### config.mk
export PLATFORM = sky130hd
export DESIGN_NAME = stack_map_frame_decoder_top
export DESIGN_NICKNAME = d
export VERILOG_FILES = /design/src/rtl/smfd_pkg.sv /design/src/rtl/stack_map_frame_decoder_top.sv /design/src/rtl/smfd_ram.sv
export SDC_FILE = /design/constraint.sdc
export NUM_CORES = 2
export LEC_CHECK = 0
export BUFFER_PORTS_ARGS = -buffer_cell sky130_fd_sc_hd__buf_2
export CORE_AREA = 10 10 504 506
export CTS_BUF_LIST = sky130_fd_sc_hd__clkbuf_8 sky130_fd_sc_hd__clkbuf_16
export CTS_CLUSTER_SIZE = 14
export DETAILED_ROUTE_END_ITERATION = 7
export DIE_AREA = 0 0 514 516
export HOLD_SLACK_MARGIN = 0.05
export SETUP_SLACK_MARGIN = 0.2
export SLEW_MARGIN = 30
export SYNTH_ARGS = -nofsm -noshare
export SYNTH_HDL_FRONTEND = slang
export SYNTH_SLANG_ARGS = --single-unit
### constraint.sdc
create_clock -name clock -period 9.75 [get_ports clock]
set_clock_uncertainty 0.1 [all_clocks]
set_input_delay 0.975 -clock clock [delete_from_list [all_inputs] [get_ports clock]]
set_output_delay 0.975 -clock clock [all_outputs]
set_load 0.02 [all_outputs]
### src/rtl/smfd_pkg.sv
// Package for the stack map frame decoder: parse phases, opcodes, result and error codes.
// No dependencies; imported by the top level.
`timescale 1ns / 1ps
package smfd_pkg;
   typedef enum logic [3:0] {
      PH_CNT_HI, PH_CNT_LO, PH_KIND, PH_DELTA_HI, PH_DELTA_LO, PH_LOC_TAG, PH_LOC_SKIP,
      PH_STK_TAG, PH_STK_SKIP, PH_NLOC_HI, PH_NLOC_LO, PH_NSTK_HI, PH_NSTK_LO,
      PH_DONE, PH_HALT
   } phase_type;

   localparam logic [2:0] OP_START   = 3'd0;
   localparam logic [2:0] OP_PRELOAD = 3'd1;
   localparam logic [2:0] OP_TABLE   = 3'd2;
   localparam logic [2:0] OP_RD_LOC  = 3'd3;
   localparam logic [2:0] OP_RD_STK  = 3'd4;

   localparam logic [1:0] RK_FRAME = 2'd0;
   localparam logic [1:0] RK_READ  = 2'd1;
   localparam logic [1:0] RK_ERROR = 2'd2;

   localparam logic [2:0] ERR_NONE     = 3'd0;
   localparam logic [2:0] ERR_RESERVED = 3'd1;
   localparam logic [2:0] ERR_CHOP     = 3'd2;
   localparam logic [2:0] ERR_OVERFLOW = 3'd3;
   localparam logic [2:0] ERR_BAD_TAG  = 3'd4;

   localparam logic [7:0] TAG_MAX    = 8'd8;
   localparam logic [7:0] TAG_OBJECT = 8'd7;
   localparam logic [7:0] TAG_UNINIT = 8'd8;

   localparam logic [7:0] K_SAME_MAX  = 8'd63;
   localparam logic [7:0] K_ONE_MIN   = 8'd64;
   localparam logic [7:0] K_ONE_MAX   = 8'd127;
   localparam logic [7:0] K_ONE_EXT   = 8'd247;
   localparam logic [7:0] K_CHOP_MAX  = 8'd250;
   localparam logic [7:0] K_SAME_EXT  = 8'd251;
   localparam logic [7:0] K_APPEND_MX = 8'd254;

   typedef struct packed {
      logic [1:0]  kind;
      logic [15:0] start;
      logic [8:0]  lcount;
      logic [8:0]  scount;
      logic        last;
      logic [2:0]  err;
      logic        sel_stack;
      logic        in_range;
   } stage_type;
endpackage

### src/rtl/stack_map_frame_decoder_top.sv
// StackMapTable frame decoder: one request per cycle while req_stall is low; results come from the output register.
// Throughput: one request every cycle unless req_stall is high; the tag stores take one write and one read a cycle.
// A result is registered in stage A, alongside the store read, and then in the output register.
// Reset: synchronous, clears parser registers and pipeline valids; tag stores are not cleared.
// Depends on smfd_pkg and smfd_ram.
`timescale 1ns / 1ps
module stack_map_frame_decoder_top
   import smfd_pkg::*;
#(
   parameter int MAX_LOCALS = 256,
   parameter int MAX_STACK  = 256
) (
   input  logic        clock,
   input  logic        reset,
   input  logic        req_valid,
   output logic        req_stall,
   input  logic [2:0]  req_opcode,
   input  logic [7:0]  req_data,
   input  logic [7:0]  req_index,
   output logic        rsp_valid,
   input  logic        rsp_stall,
   output logic [1:0]  rsp_result_kind,
   output logic [15:0] rsp_frame_start,
   output logic [8:0]  rsp_local_count,
   output logic [8:0]  rsp_stack_count,
   output logic [3:0]  rsp_type_tag,
   output logic        rsp_last_frame,
   output logic [2:0]  rsp_error_code
);
   localparam int LAW = $clog2(MAX_LOCALS);
   localparam int SAW = $clog2(MAX_STACK);
   localparam int LCW = $clog2(MAX_LOCALS + 1);
   localparam int SCW = $clog2(MAX_STACK + 1);

   // parser registers
   phase_type   phase_ff, phase_in;
   logic [7:0]  kind_ff, kind_in;
   logic [15:0] entries_ff, entries_in;
   logic [17:0] offset_ff, offset_in;
   logic [15:0] delta_ff, delta_in;
   logic [15:0] items_ff, items_in;
   logic [1:0]  skip_ff, skip_in;
   logic [LCW-1:0] lused_ff, lused_in;
   logic [SCW-1:0] sused_ff, sused_in;

   // pipeline: stage A waits on the store read, stage O holds the response
   logic      a_valid_ff;
   stage_type a_ff, a_in;
   logic      o_valid_ff;
   logic [3:0] tag_ff;
   stage_type o_ff;

   logic accept, a_move, a_load, emit;
   logic [1:0] e_kind;
   logic [2:0] e_err;
   logic       e_last;
   logic lwe, swe, lre, sre;
   logic [3:0] l_rd, s_rd;
   logic [17:0] off_step;
   logic [1:0] chop_n;

   // stage A may advance when the output register is empty or being taken
   assign a_move    = !o_valid_ff || !rsp_stall;
   // stage A may load when it is empty or advancing
   assign a_load    = !a_valid_ff || a_move;
   assign req_stall = a_valid_ff && !a_move;
   assign accept    = req_valid && !req_stall;

   smfd_ram #(.WIDTH(4), .DEPTH(MAX_LOCALS)) u_locals (
      .clock(clock), .wr_en(lwe), .wr_addr(lused_ff[LAW-1:0]), .wr_data(req_data[3:0]),
      .rd_en(lre), .rd_addr(LAW'(req_index)), .rd_data(l_rd)
   );
   smfd_ram #(.WIDTH(4), .DEPTH(MAX_STACK)) u_stack (
      .clock(clock), .wr_en(swe), .wr_addr(sused_ff[SAW-1:0]), .wr_data(req_data[3:0]),
      .rd_en(sre), .rd_addr(SAW'(req_index)), .rd_data(s_rd)
   );

   always_comb begin
      phase_in   = phase_ff;
      kind_in    = kind_ff;
      entries_in = entries_ff;
      offset_in  = offset_ff;
      delta_in   = delta_ff;
      items_in   = items_ff;
      skip_in    = skip_ff;
      lused_in   = lused_ff;
      sused_in   = sused_ff;
      emit = 1'b0;
      e_kind = RK_FRAME;
      e_err  = ERR_NONE;
      e_last = 1'b0;
      lwe = 1'b0;
      swe = 1'b0;
      lre = 1'b0;
      sre = 1'b0;
      off_step = 18'd0;
      chop_n = 2'(K_SAME_EXT - kind_ff);
      if (accept) begin
         unique case (req_opcode)
            OP_START: begin
               phase_in   = PH_CNT_HI;
               kind_in    = 8'd0;
               entries_in = 16'd0;
               offset_in  = 18'h3FFFF;
               delta_in   = 16'd0;
               items_in   = 16'd0;
               skip_in    = 2'd0;
               lused_in   = '0;
               sused_in   = '0;
            end
            OP_PRELOAD: begin
               if (req_data > TAG_MAX) begin
                  emit = 1'b1; e_kind = RK_ERROR; e_err = ERR_BAD_TAG;
               end else if (17'(lused_ff) >= 17'(MAX_LOCALS)) begin
                  emit = 1'b1; e_kind = RK_ERROR; e_err = ERR_OVERFLOW;
               end else begin
                  lwe = 1'b1;
                  lused_in = lused_ff + 1'b1;
               end
            end
            OP_RD_LOC: begin
               emit = 1'b1; e_kind = RK_READ; lre = 1'b1;
            end
            OP_RD_STK: begin
               emit = 1'b1; e_kind = RK_READ; sre = 1'b1;
            end
            OP_TABLE: begin
               unique case (phase_ff)
                  PH_CNT_HI: begin
                     entries_in = {req_data, 8'd0};
                     phase_in = PH_CNT_LO;
                  end
                  PH_CNT_LO: begin
                     entries_in = {entries_ff[15:8], req_data};
                     phase_in = (entries_in == 16'd0) ? PH_DONE : PH_KIND;
                  end
                  PH_KIND: begin
                     kind_in = req_data;
                     if (req_data <= K_SAME_MAX) begin
                        offset_in = offset_ff + 18'(req_data) + 18'd1;
                        sused_in = '0;
                        emit = 1'b1;
                     end else if (req_data <= K_ONE_MAX) begin
                        offset_in = offset_ff + 18'(req_data - K_ONE_MIN) + 18'd1;
                        sused_in = '0;
                        items_in = 16'd1;
                        phase_in = PH_STK_TAG;
                     end else if (req_data < K_ONE_EXT) begin
                        emit = 1'b1; e_kind = RK_ERROR; e_err = ERR_RESERVED;
                        phase_in = PH_HALT;
                     end else begin
                        phase_in = PH_DELTA_HI;
                     end
                  end
                  PH_DELTA_HI: begin
                     delta_in = {req_data, 8'd0};
                     phase_in = PH_DELTA_LO;
                  end
                  PH_DELTA_LO: begin
                     delta_in = {delta_ff[15:8], req_data};
                     off_step = 18'(delta_in) + 18'd1;
                     offset_in = offset_ff + off_step;
                     sused_in = '0;
                     if (kind_ff == K_ONE_EXT) begin
                        items_in = 16'd1;
                        phase_in = PH_STK_TAG;
                     end else if (kind_ff <= K_CHOP_MAX) begin
                        emit = 1'b1;
                        if (17'(lused_ff) < 17'(chop_n)) begin
                           e_kind = RK_ERROR; e_err = ERR_CHOP;
                           phase_in = PH_HALT;
                        end else begin
                           lused_in = lused_ff - LCW'(chop_n);
                        end
                     end else if (kind_ff == K_SAME_EXT) begin
                        emit = 1'b1;
                     end else if (kind_ff <= K_APPEND_MX) begin
                        items_in = 16'(kind_ff - K_SAME_EXT);
                        phase_in = PH_LOC_TAG;
                     end else begin
                        lused_in = '0;
                        phase_in = PH_NLOC_HI;
                     end
                  end
                  PH_NLOC_HI: begin
                     items_in = {req_data, 8'd0};
                     phase_in = PH_NLOC_LO;
                  end
                  PH_NLOC_LO: begin
                     items_in = {items_ff[15:8], req_data};
                     if (items_in != 16'd0) phase_in = PH_LOC_TAG;
                     else phase_in = PH_NSTK_HI;
                  end
                  PH_NSTK_HI: begin
                     items_in = {req_data, 8'd0};
                     phase_in = PH_NSTK_LO;
                  end
                  PH_NSTK_LO: begin
                     items_in = {items_ff[15:8], req_data};
                     if (items_in != 16'd0) phase_in = PH_STK_TAG;
                     else emit = 1'b1;
                  end
                  PH_LOC_TAG: begin
                     if (req_data > TAG_MAX) begin
                        emit = 1'b1; e_kind = RK_ERROR; e_err = ERR_BAD_TAG;
                        phase_in = PH_HALT;
                     end else if (17'(lused_ff) >= 17'(MAX_LOCALS)) begin
                        emit = 1'b1; e_kind = RK_ERROR; e_err = ERR_OVERFLOW;
                        phase_in = PH_HALT;
                     end else begin
                        lwe = 1'b1;
                        lused_in = lused_ff + 1'b1;
                        items_in = items_ff - 16'd1;
                        if (req_data == TAG_OBJECT || req_data == TAG_UNINIT) begin
                           skip_in = 2'd2;
                           phase_in = PH_LOC_SKIP;
                        end else if (items_in != 16'd0) begin
                           phase_in = PH_LOC_TAG;
                        end else if (kind_ff == 8'hFF) begin
                           phase_in = PH_NSTK_HI;
                        end else begin
                           emit = 1'b1;
                        end
                     end
                  end
                  PH_LOC_SKIP: begin
                     skip_in = skip_ff - 2'd1;
                     if (skip_in == 2'd0) begin
                        if (items_ff != 16'd0) phase_in = PH_LOC_TAG;
                        else if (kind_ff == 8'hFF) phase_in = PH_NSTK_HI;
                        else emit = 1'b1;
                     end
                  end
                  PH_STK_TAG: begin
                     if (req_data > TAG_MAX) begin
                        emit = 1'b1; e_kind = RK_ERROR; e_err = ERR_BAD_TAG;
                        phase_in = PH_HALT;
                     end else if (17'(sused_ff) >= 17'(MAX_STACK)) begin
                        emit = 1'b1; e_kind = RK_ERROR; e_err = ERR_OVERFLOW;
                        phase_in = PH_HALT;
                     end else begin
                        swe = 1'b1;
                        sused_in = sused_ff + 1'b1;
                        items_in = items_ff - 16'd1;
                        if (req_data == TAG_OBJECT || req_data == TAG_UNINIT) begin
                           skip_in = 2'd2;
                           phase_in = PH_STK_SKIP;
                        end else if (items_in != 16'd0) begin
                           phase_in = PH_STK_TAG;
                        end else begin
                           emit = 1'b1;
                        end
                     end
                  end
                  PH_STK_SKIP: begin
                     skip_in = skip_ff - 2'd1;
                     if (skip_in == 2'd0) begin
                        if (items_ff != 16'd0) phase_in = PH_STK_TAG;
                        else emit = 1'b1;
                     end
                  end
                  default: ;
               endcase
               // a completed frame retires one table entry
               if (emit && e_kind == RK_FRAME) begin
                  e_last = (entries_ff <= 16'd1);
                  entries_in = entries_ff - 16'd1;
                  phase_in = (entries_in == 16'd0) ? PH_DONE : PH_KIND;
               end
            end
            default: ;
         endcase
      end
      a_in.kind      = e_kind;
      a_in.start     = offset_in[15:0];
      a_in.lcount    = 9'(lused_in);
      a_in.scount    = 9'(sused_in);
      a_in.last      = e_last;
      a_in.err       = e_err;
      a_in.sel_stack = (req_opcode == OP_RD_STK);
      a_in.in_range  = (req_opcode == OP_RD_STK) ?
                       (17'(req_index) < 17'(sused_ff) && 17'(req_index) < 17'(MAX_STACK)) :
                       (17'(req_index) < 17'(lused_ff) && 17'(req_index) < 17'(MAX_LOCALS));
   end

   always_ff @(posedge clock) begin
      if (reset) begin
         phase_ff   <= PH_CNT_HI;
         kind_ff    <= 8'd0;
         entries_ff <= 16'd0;
         offset_ff  <= 18'h3FFFF;
         delta_ff   <= 16'd0;
         items_ff   <= 16'd0;
         skip_ff    <= 2'd0;
         lused_ff   <= '0;
         sused_ff   <= '0;
         a_valid_ff <= 1'b0;
         o_valid_ff <= 1'b0;
      end else begin
         phase_ff   <= phase_in;
         kind_ff    <= kind_in;
         entries_ff <= entries_in;
         offset_ff  <= offset_in;
         delta_ff   <= delta_in;
         items_ff   <= items_in;
         skip_ff    <= skip_in;
         lused_ff   <= lused_in;
         sused_ff   <= sused_in;
         // advance the output when it is free; fill stage A whenever it is empty or advancing
         if (a_move) o_valid_ff <= a_valid_ff;
         if (a_load) a_valid_ff <= accept && emit;
      end
   end

   always_ff @(posedge clock) begin
      if (a_move) begin
         o_ff <= a_ff;
         if (a_ff.kind == RK_READ && a_ff.in_range) begin
            tag_ff <= a_ff.sel_stack ? s_rd : l_rd;
         end else begin
            tag_ff <= 4'd0;
         end
      end
      // hold stage A while stalled; the store read data holds with it
      if (accept) a_ff <= a_in;
   end

   assign rsp_valid       = o_valid_ff;
   assign rsp_result_kind = o_ff.kind;
   assign rsp_frame_start = o_ff.start;
   assign rsp_local_count = o_ff.lcount;
   assign rsp_stack_count = o_ff.scount;
   assign rsp_type_tag    = tag_ff;
   assign rsp_last_frame  = o_ff.last;
   assign rsp_error_code  = o_ff.err;

   // input stalls only when both pipeline slots are full behind a stalled output
   a_stall_full: assert property (@(posedge clock) disable iff (reset)
      req_stall |-> (a_valid_ff && o_valid_ff && rsp_stall))
      else $error("request stalled with room in the pipeline");
   a_err_code: assert property (@(posedge clock) disable iff (reset)
      (rsp_valid && rsp_result_kind != RK_ERROR) |-> (rsp_error_code == ERR_NONE))
      else $error("error code on a non-error response");
   a_last_frame: assert property (@(posedge clock) disable iff (reset)
      (rsp_valid && rsp_result_kind != RK_FRAME) |-> !rsp_last_frame)
      else $error("last flag on a non-frame response");
   a_tag_kind: assert property (@(posedge clock) disable iff (reset)
      (rsp_valid && rsp_result_kind != RK_READ) |-> (rsp_type_tag == 4'd0))
      else $error("type tag on a non-read response");
endmodule

### src/rtl/smfd_ram.sv
// Generic single-write, single-read synchronous RAM with registered read data.
// No dependencies; used for the local and stack tag stores.
`timescale 1ns / 1ps
module smfd_ram #(
   parameter int WIDTH = 4,
   parameter int DEPTH = 256
) (
   input  logic                     clock,
   input  logic                     wr_en,
   input  logic [$clog2(DEPTH)-1:0] wr_addr,
   input  logic [WIDTH-1:0]         wr_data,
   input  logic                     rd_en,
   input  logic [$clog2(DEPTH)-1:0] rd_addr,
   output logic [WIDTH-1:0]         rd_data
);
   logic [WIDTH-1:0] mem_ff [DEPTH];
   logic [WIDTH-1:0] rd_data_ff;

   always_ff @(posedge clock) begin
      if (wr_en) begin
         mem_ff[wr_addr] <= wr_data;
      end
      if (rd_en) begin
         rd_data_ff <= mem_ff[rd_addr];
      end
   end

   assign rd_data = rd_data_ff;
endmodule
==> flow_summary.yaml <==
outcome:
  run_status: "finished, final reports clean"
logic_synthesis:
  netlist_area_um2: 92100
  synth_top_area_share_pct: 69.9
  yosysTopAreaCell: "edfxtp_1"
  yosysSeqAreaShare_pct: 71.8
  synth.distinct_cells: 95
  yosysWarnings: 0
  async_flop_share_pct: 0
  synth-edff-count: 2142
  yosys-top-cells-area: "edfxtp_1 70%, mux4_2 16%, nor2_1 2.6%, dfxtp_1 2.0%, clkbuf_1 0.86%"
  synth_fp_nets: 5133
  synth.avg_cell_area_um2: 18.2
  ys.flop_type: "edfxtp_1"
  syn-instance-count: 5048
  ys_ff_latch: 2232
global_routing:
  antenna_found_initial: 10
  grt_pass1_vias: 49400
  grt_max_degree: 185
  grt_overflow: 0
  grt_pass1_wl_um: 341000
  grt_use_total_pct: 17.1
cts:
  cts_root_buf: "clkbuf_16"
  cts_buffer_depth: 3
  cts_tree: "done"
  numCtsBuffers: 220
  post_cts_buffers: 0
  cts_resized: 0
  cts-htree-levels: 4
  clock_latency_ns: 0.88
  cts_sinks: 2232
  clk_pin_slew_worst_paths_ns: 0.07
  cts_hold_buf: 0
timing:
  max_freq_mhz: 181
  max-slew-margin-rel_pct: 28.8
  hold_viol: 0
  setup_ws_ns: 4.23
  drv_slew: 0
  period_needed_ns: 5.52
  grt_setup_unrepaired: "false"
  fin_crit_sh_pct: 56.6
  tns_ns: 0
  worst_pin_slew_ns: 1.07
  finalSetupViolCount: 0
place:
  port_buffers: 68
  gp_congestion: 0.879
  dpl.hpwl_um: 144000
  dpl_worst_slack_ns: 4.06
finish:
  nets: 5197
  final_common_cell: "edfxtp_1"
  final_cell_mix: "2,142 x edfxtp_1, 640 x nor2_1, 640 x mux4_2, 222 x clkbuf_16, 191 x nand2_1"
  seq_area_um2: 66100
  final_layout_size_suffix_gt1_share_pct: 22.5
  area_delta_synth_final_pct: 12.4
  nFillCells: 21200
  multi_input_area_um2: 24600
critical_path:
  worst-path-max-fanout: 20
  crit_arrival_ns: 5.93
  crit_required_ns: 10.16
  critPathLaunchType: "flip-flop"
  crit_type: "flip-flop to flip-flop"
  cp-end-kind: "flip-flop"
floorplanning:
  io_pins: 69
  die_w_um: 514
  start_util_pct: 37.7
  die_h_um: 516
  fp-row-count: 182
  dieArea_um2: 265000
  core_um2: 244000
detailed_routing:
  first_pass_iters: 5
  vias: 48700
  wl_um: 231000
  drc: 0
  first_iter_violations: 5456
  ant_nets: 0
  viasPerCell: 5.71
  routedWlPerCell_um: 27.1
worst_hold_path:
  min_path_type: "flip-flop to flip-flop"
pwr:
  p_per_area_nw_per_um2: 192
  ir_drop_mv: 0.212
  power.leakage_uw: 0.0318
flow_run:
  max_cap_violations: 0
synth_stat cells (18+ instances only):
| library cell | n |
|---|---|
| a22o_1 | 22 |
| a21oi_1 | 104 |
| edfxtp_1 | 2142 |
| dfxtp_1 | 90 |
| inv_1 | 60 |
| clkbuf_1 | 211 |
| nor3_1 | 45 |
| a211oi_1 | 18 |
| buf_1 | 51 |
| xnor2_1 | 25 |
| o21ai_0 | 77 |
| mux4_2 | 640 |
| buf_2 | 44 |
| o31ai_1 | 19 |
| nand4_1 | 22 |
| nand3_1 | 103 |
| nor4_1 | 19 |
| a22oi_1 | 46 |
| or2_2 | 21 |
| nand2_1 | 201 |
| a221oi_1 | 23 |
| and2_1 | 24 |
| a31oi_1 | 25 |
| ha_1 | 60 |
| a21o_1 | 29 |
| nor2_1 | 644 |
registers in the layout, summed over array words and instances (netlist names), 16 cells and up:
register	count
u_stack.mem_ff	1024
entries_ff	16
offset_ff	16
u_locals.mem_ff	1024
a_ff	42
items_ff	16
rsp_frame_start	16
cell families (layout without fill, tap and decap cells):
kind of cell | count (synthesis) | after routing | share of synthesized area (%)
adder cells (fa/ha/maj) | 62 | 62 | 0.859
other | 0 | 2 | 0
multiplexers | 657 | 657 | 15.8
AND/OR/NAND/NOR | 1185 | 1185 | 5.70
XOR/XNOR | 36 | 36 | 0.342
flip-flops | 2232 | 2232 | 71.8
AO/OA/AOI/OAI | 506 | 506 | 3.85
buffers and inverters | 370 | 623 | 1.59
worst max-delay path, stage by stage (launching register included):
cell and delay, ns:
dfxtp_1 0.82, nand2b_1 0.46, nor2_1 0.57, nand2_1 0.44
nor2_1 0.45, nand3_1 0.84, nor2_1 0.83, nand2_1 0.17
nor3_1 0.45
final cells by class:
cell class | count | share of cell area [%]
clock inverter | 189 | 1.67
sequential | 2232 | 63.9
inverter | 60 | 0.220
multi-input combinational | 2446 | 23.8
timing repair buffer | 152 | 1.22
clock buffer | 222 | 5.37
antenna | 2 | 0.00483
tap | 3220 | 3.89
where the power goes:
| group | switching, uW | total, uW | internal (uW) | leakage, uW |
|---|---|---|---|---|
| Clock | 3660 | 8470 | 4810 | 0.00371 |
| Combinational | 570 | 934 | 364 | 0.00806 |
| Sequential | 10.6 | 10500 | 10500 | 0.0200 |
| Total | 4240 | 19900 | 15700 | 0.0318 |
layer usage:
metal	up-vias	track usage [%]	routed length (um)	share of wire (%)
li1	20600	-	-	-
met2	1980	27.7	112000	48
met1	25600	23.5	97100	42
met3	397	3.35	16400	7.1
met5	-	0	53	0.023
met4	8	4.81	6220	2.7
worst paths after layout:
check	start	to	slack, ns	depth (start not counted)
min	a_ff[19]	rsp_local_count[4]	0.31	0
min reg2reg	a_ff[19]	rsp_local_count[4]	0.31	0
max reg2reg	phase_ff[2]	u_stack.mem_ff[63][1]	4.23	8
max	phase_ff[2]	u_stack.mem_ff[63][1]	4.23	8
metrics by stage:
stage	util (%)	hold WS [ns]	instances	cell area (um^2)	total power, uW
after floorplan	-	0.300	5048	92100	11300
after global placement	39.3	0.303	8106	96100	11700
after detailed placement	39.4	0.306	8108	96200	11700
after CTS	42.3	0.260	8519	103000	20100
after global routing	42.4	0.305	8522	104000	20500
final	42.4	0.312	8523	104000	19900
Note: power is estimated with default switching activity, not from simulation.
